==> src/sv/fatdep_pkg.sv <==
// Shared types, constants and entry decoding functions for the FAT directory entry parser.
`default_nettype none

package fatdep_pkg;

  localparam int MAX_FRAGMENTS_DEF = 20;
  localparam int UNITS    = 13;
  localparam int UNIT_W   = 16;
  localparam int ROW_W    = UNITS * UNIT_W;
  localparam int ENTRY_W  = 256;
  localparam int LEN_W    = 4;
  localparam int LEFT_W   = 6;
  localparam int CHARS_W  = 256;
  localparam int OUT_W    = 520;
  localparam int OUT_PAD  = OUT_W - (LEN_W + CHARS_W + ENTRY_W);

  localparam logic [7:0]        BYTE_DELETED = 8'hE5;
  localparam logic [7:0]        ATTR_LFN     = 8'h0F;
  localparam logic [7:0]        CHAR_SPACE   = 8'h20;
  localparam logic [UNIT_W-1:0] UNIT_DOT     = 16'h002E;
  localparam logic [LEN_W-1:0]  FULL_LEN     = LEN_W'(UNITS);

  localparam int UNIT_OFS [UNITS] = '{1, 3, 5, 7, 9, 14, 16, 18, 20, 22, 24, 28, 30};

  typedef enum logic [1:0] {
    KIND_FRAG = 2'd0,
    KIND_REC  = 2'd1,
    KIND_END  = 2'd2,
    KIND_BAD  = 2'd3
  } kind_t;

  typedef enum logic [1:0] {
    PH_SEEK    = 2'd0,
    PH_COLLECT = 2'd1,
    PH_SHORT   = 2'd2,
    PH_END     = 2'd3
  } phase_t;

  typedef enum logic [1:0] {
    CT_IDLE = 2'd0,
    CT_READ = 2'd1,
    CT_WAIT = 2'd2,
    CT_REC  = 2'd3
  } ctl_t;

  typedef struct packed {
    logic [LEN_W-1:0] len;
    logic [ROW_W-1:0] row;
  } sname_t;

  function automatic logic [ROW_W-1:0] lfn_units(input logic [ENTRY_W-1:0] e);
    logic [ROW_W-1:0] r;
    for (int i = 0; i < UNITS; i++) begin
      r[i*UNIT_W +: UNIT_W] = e[UNIT_OFS[i]*8 +: UNIT_W];
    end
    return r;
  endfunction

  function automatic logic [LEN_W-1:0] first_zero(input logic [ROW_W-1:0] row);
    logic [LEN_W-1:0] len;
    len = FULL_LEN;
    for (int i = UNITS - 1; i >= 0; i--) begin
      if (row[i*UNIT_W +: UNIT_W] == '0) begin
        len = LEN_W'(i);
      end
    end
    return len;
  endfunction

  function automatic logic [ROW_W-1:0] trunc_row(input logic [ROW_W-1:0] row,
                                                  input logic [LEN_W-1:0] len);
    logic [ROW_W-1:0] r;
    r = row;
    for (int i = 0; i < UNITS; i++) begin
      if (LEN_W'(i) >= len) begin
        r[i*UNIT_W +: UNIT_W] = '0;
      end
    end
    return r;
  endfunction

  function automatic sname_t short_name(input logic [ENTRY_W-1:0] e);
    sname_t           r;
    logic [LEN_W-1:0] nlen;
    logic [LEN_W-1:0] elen;
    logic [LEN_W-1:0] k;
    logic             stop;
    logic             has_ext;
    nlen = '0;
    elen = '0;
    stop = 1'b0;
    for (int i = 0; i < 8; i++) begin
      if (!stop) begin
        if (e[i*8 +: 8] == CHAR_SPACE) begin
          stop = 1'b1;
        end else begin
          nlen = nlen + 1'b1;
        end
      end
    end
    stop = 1'b0;
    for (int i = 8; i < 11; i++) begin
      if (!stop) begin
        if (e[i*8 +: 8] == CHAR_SPACE) begin
          stop = 1'b1;
        end else begin
          elen = elen + 1'b1;
        end
      end
    end
    has_ext = (e[71:64] != CHAR_SPACE);
    r.row = '0;
    for (int p = 0; p < UNITS; p++) begin
      k = LEN_W'(p) - nlen - 1'b1;
      if (LEN_W'(p) < nlen) begin
        r.row[p*UNIT_W +: UNIT_W] = {8'h00, e[p*8 +: 8]};
      end else if (has_ext && (LEN_W'(p) == nlen)) begin
        r.row[p*UNIT_W +: UNIT_W] = UNIT_DOT;
      end else if (has_ext && (LEN_W'(p) > nlen) && (k < elen)) begin
        r.row[p*UNIT_W +: UNIT_W] = {8'h00, e[64 + 8*k[1:0] +: 8]};
      end
    end
    r.len = nlen + (has_ext ? (LEN_W'(1) + elen) : LEN_W'(0));
    return r;
  endfunction

  function automatic logic [OUT_W-1:0] pack_out(input logic [LEN_W-1:0]   len,
                                                input logic [ROW_W-1:0]   row,
                                                input logic [ENTRY_W-1:0] rec);
    return {{OUT_PAD{1'b0}}, rec, {(CHARS_W - ROW_W){1'b0}}, row, len};
  endfunction

endpackage

`default_nettype wire

==> src/sv/fatdep_store.sv <==
// Synchronous fragment store: one write port and one registered read port, one row per fragment.
`default_nettype none

module fatdep_store
  import fatdep_pkg::*;
#(
  parameter int DEPTH  = MAX_FRAGMENTS_DEF,
  parameter int ADDR_W = (DEPTH > 1) ? $clog2(DEPTH) : 1
) (
  input  wire logic              clk,
  input  wire logic              wr_en,
  input  wire logic [ADDR_W-1:0] wr_addr,
  input  wire logic [ROW_W-1:0]  wr_data,
  input  wire logic              rd_en,
  input  wire logic [ADDR_W-1:0] rd_addr,
  output logic      [ROW_W-1:0]  rd_data
);

  logic [ROW_W-1:0] mem [DEPTH];

  always_ff @(posedge clk) begin
    if (wr_en) begin
      mem[wr_addr] <= wr_data;
    end
  end

  always_ff @(posedge clk) begin
    if (rd_en) begin
      rd_data <= mem[rd_addr];
    end
  end

endmodule

`default_nettype wire

==> config.mk <==
export PLATFORM = sky130hd
export DESIGN_NAME = fatdep_store
export DESIGN_NICKNAME = d
export VERILOG_FILES = /design/src/sv/fatdep_pkg.sv /design/src/sv/fatdep_store.sv
export SDC_FILE = /design/constraint.sdc
export NUM_CORES = 2
export LEC_CHECK = 0
export BUFFER_PORTS_ARGS = -buffer_cell sky130_fd_sc_hd__buf_2
export CORE_MARGIN = 3
export CORE_UTILIZATION = 40
export CTS_BUF_LIST = sky130_fd_sc_hd__clkbuf_4 sky130_fd_sc_hd__clkbuf_8
export DETAILED_ROUTE_END_ITERATION = 6
export GPL_TIMING_DRIVEN = 1
export PLACE_DENSITY = 0.69
export SLEW_MARGIN = 0
export SYNTH_ARGS = -nofsm -noshare
export SYNTH_HDL_FRONTEND = slang
export SYNTH_MEMORY_MAX_BITS = 65536
export SYNTH_SLANG_ARGS = --single-unit
==> constraint.sdc <==
create_clock -name clk -period 11.7 [get_ports clk]
set_clock_uncertainty 0.05 [all_clocks]
set_input_delay 2.34 -clock clk [delete_from_list [all_inputs] [get_ports clk]]
set_output_delay 2.34 -clock clk [all_outputs]
set_load 0.005 [all_outputs]
== Word level (Yosys, flattened, before mapping) ==
Memory sizes are Yosys's and may differ from the RTL's. A register that Yosys moved wholly into a read port is not among the register bits.
Index checks and enable logic that the tools add are counted.
Storage, ports and cells
  logic and storage cells: 3
  latch bits: 0
  register bits: 0
  memory bits (read-only): 0
  memory bits (writable): 4160
  memories: 1
Operators by class
  equal/unequal tests: 0
  $lt $le $gt $ge: 0
  shift-type cells: 0
  add/subtract/negate cells: 0
  reduce and logical (&&, ||, !) cells: 0
  multipliers: 0
  bitwise logic cells: 0
  multiplexer cells: 2
  div/mod/pow operators: 0
Memories
  mem: depth 20, width 208, rd ports 1, clocked after Yosys merged registers in 1, write ports 1, RTL line fatdep_store.sv:19  | logic [ROW_W-1:0] mem [DEPTH];
Operators by type and width (number)
  1-bit 2-to-1 mux: 2

== Depth between registers and ports, before layout ==
  word-level depth: 2
  depth in mapped cells: 9
  gate-level depth less buffers: 4

== Least setup slack after synthesis ==
No wires, ideal clock.
  path type: in2reg
  start point: input port wr_addr[1]
  end point: memory mem[12][0] in the netlist's numbering (enable)
  arrival time: 11.522 ns
  library setup time: 0.781 ns
  path buffers: 0
  cell stages on the path: 2
  required time: 10.869 ns
  path slack: -0.653 ns
  cells stage by stage: or3b_2 -> nor2_1
RTL lines
  start, declared: RTL line fatdep_store.sv:12  | input wire logic [ADDR_W-1:0] wr_addr,
  end, declared: RTL line fatdep_store.sv:19
No word-level cell before the write port.

==> impl_metrics.csv <==
group,metric,value,unit
global_routing,grt_pass1_wl,610,mm
floorplan,start_util,40.3,%
timing,relSlewSlack,21.6,%
synthesis,async_flop_share,0,%
clock_network,cts_buffers,653,
timing,min_period_over_period,42.5,%
floorplan,core-area,408000,µm²
placed_design,placed_cell_area,173000,µm²
placed_design,place_inst,13675,
clock_network,cts_hold_buffers,0,
floorplan,die_h,647,µm
synthesis,ys_ff_latch,4368,
worst_setup_path,worst_ep_arrival_time,5.86,ns
global_routing,grtUsageTotal,20.0,%
synthesis,synth_top_area_share,79.7,%
timing,grt_setup_unrepaired,"no",
timing,hold-worst-slack,0.688,ns
floorplan,die_area,419000,µm²
clock_network,post-cts-setup-buffers,0,
final_layout,final_layout_size_suffix_gt1_share,21.5,%
timing,setup_viol,0,
clock_network,ctsLongestPathBuffers,4,
final_layout,nFillCells,33606,
synthesis,yosys_warnings,0,
detailed_routing,first_pass_iters,5,
synthesis,netlist_area,165000,µm²
worst_setup_path,critPathMaxStageDelay,0.91,ns
timing,tightest_slew,1.18,ns
placed_design,place_congestion,0.758,
synthesis,netlist_instances,8129,
clock_network,insertion_delay,1.23,ns
floorplan,io_pins,429,
timing,setup_slack,6.72,ns
timing,finalSetupTns,0,ns
clock_network,cts_tree,"done",
synthesis,synth_area_leaders,"edfxtp_1 80%, mux2i_1 8.1%, mux4_2 4.8%, o22ai_1 1.9%, o32ai_1 0.88%",
final_layout,stdcell_area,186000,µm²
final_layout,seqCellArea,131000,µm²
final_layout,area_growth,12.8,%
placed_design,dpl.hpwl,212,mm
detailed_routing,routed-via-count,84067,
global_routing,antenna_found_initial,136,
worst_setup_path,crit_fanout,55,
power_and_ir_drop,vdd_ir_drop_max,0.112,mV
detailed_routing,wl_per_cell,28.8,µm
worst_setup_path,end_kind,"flip-flop",
detailed_routing,drc_errors,0,
synthesis,synth_flop_cell,"edfxtp_1",
clock_network,cts.sinks,4368,
synthesis,ys_seq_area_share,79.7,%
clock_network,cts-root-buf,"clkbuf_8",
synthesis,synth_cell_types,32,
min_path,hold_path.class,"flip-flop to flip-flop",
worst_setup_path,worstPathCellList,"buf_4 > nand2b_4 > buf_4 > buf_4 > o22ai_1 > o32ai_1 > nor2_1",
worst_setup_path,crit_path_start_kind,"input pin",
run,cap_violations,0,
synthesis,syn_area_per_cell,20.2,µm²
power_and_ir_drop,p_per_area,167,nW/µm²
final_layout,multi_input_area,31100,µm²
floorplan,die_x,647,µm
floorplan,rows,234,
detailed_routing,totalWireLength,428,mm
worst_setup_path,crit_type,"input pin to flip-flop",
worst_setup_path,timing.critical_path.mode_cell,"buf_4",
global_routing,grt_pass1_vias,85851,
timing,hold_violations,0,
timing,fmax,0.201,GHz
synthesis,synth_edf_count,4368,
worst_setup_path,r2r_cells,4,
detailed_routing,first_iter_violations,8320,
worst_setup_path,crit_required,12.59,ns
global_routing,grt-ovfl-total,0,
clock_network,cts_max_level,6,
min_path,whs_path_depth,4,
placed_design,place_ws,5.59,ns
timing,fin_crit,4.98,ns
final_layout,nets,9123,
placed_design,port_buffers,428,
global_routing,grt_max_degree,138,
final_layout,final_cells,14885,
synthesis,yosysTopAreaCell,"edfxtp_1",
worst_setup_path,critPathSlowestCell,"buf_4",
power_and_ir_drop,power.leakage,61.3,nW
clock_network,clkTransAtPathRegs,0.06,ns
timing,slew_violations,0,
synthesis,syn-num-nets,8350,
clock_network,post_cts_resize_count,0,
detailed_routing,routed_via_density,5.65,
run_status,status,"finished clean",
detailed_routing,route.antenna.remaining_nets,0,
-- cells in the final DEF (no fill, tap or decap), types with 30 or more instances in the layout --
master | synthesis | layout
nor2_1 | 359 | 338
mux4_2 | 350 | 350
buf_12 | 0 | 39
mux2_2 | 67 | 67
nor2b_1 | 32 | 31
o22ai_1 | 504 | 504
o32ai_1 | 165 | 165
buf_4 | 134 | 120
a211oi_1 | 30 | 30
a2111oi_0 | 30 | 30
clkinv_2 | 0 | 49
edfxtp_1 | 4368 | 4368
diode_2 | 0 | 65
clkinv_1 | 0 | 159
mux2i_1 | 1327 | 1327
clkbuf_4 | 1 | 210
buf_2 | 81 | 424
nor3_1 | 144 | 144
clkbuf_8 | 0 | 667
o21ai_0 | 177 | 177
-- Yosys cell counts (all sizes together) (15+ instances only) --
cell and number:
a211o 24, mux4 350, mux2 67, nor3 144, a21oi 21, nor2 359, nand2b 15, a2111oi 30
o21ai 177, edfxtp 4368, mux2i 1327, o22ai 504, nor2b 32, a211oi 30, o32ai 165, buf 254
clkbuf 213
-- where the power goes --
group	internal, mW	switching [mW]	total (mW)	leakage, nW
clock network	6.17	5.77	11.9	6.58
logic	0.503	0.956	1.46	15.2
registers	17.5	0.108	17.6	39.5
total	24.2	6.84	31.0	61.3
-- final cells by class --
| cell class | count | area share, % |
|---|---|---|
| clock inverter | 268 | 0.925 |
| clock buffer | 877 | 5.80 |
| antenna | 65 | 0.0877 |
| tap | 5428 | 3.66 |
| multi-input combinational | 3293 | 16.8 |
| timing repair buffer | 585 | 2.07 |
| sequential | 4368 | 70.7 |
| inverter | 1 | 0.00607 |
-- path summary, 6_finish.rpt --
path                startpoint            to  slack, ns
hold reg to reg   mem[15][110]  rd_data[110]       0.69
setup / recovery    rd_addr[2]  rd_data[195]       6.72
hold / removal    mem[15][110]  rd_data[110]       0.69
setup reg to reg  mem[11][177]  rd_data[177]       9.67
-- flip-flops by register name (all words and copies together) (netlist names) --
signal / cells
rd_data: 208
mem: 4160
-- per-stage QoR --
step	total power [mW]	utilization, %
2_1_floorplan	18.7	-
3_3_place_gp	19.4	42.4
3_5_place_dp	19.4	42.4
4_1_cts	31.2	45.5
5_1_grt	32.0	45.5
6_report	31.0	45.5
-- logic make-up after synthesis --
logic type / count (synthesis) / share of synthesized area (%)
AOI/OAI and AO/OA: 982 / 3.98
buffers and inverters: 468 / 1.50
DFF: 4368 / 79.7
muxes: 1744 / 13.3
and+or+nand+nor: 567 / 1.49
-- layer usage --
layer | GRT usage [%] | vias up | share of wire (%)
met5 | 0 | - | 0.071
met2 | 33.9 | 3953 | 50
li1 | - | 35210 | -
met3 | 3.75 | 900 | 7.7
met4 | 9.04 | 48 | 4.2
met1 | 25.0 | 43956 | 38
-- worst max-delay path, delay by kind of cell --
kind	cells	cell delay (ns)
and+or+nand+nor	2	0.80
AOI/OAI and AO/OA	2	0.57
buffers and inverters	3	1.99
Note: power is estimated with default switching activity, not from simulation.
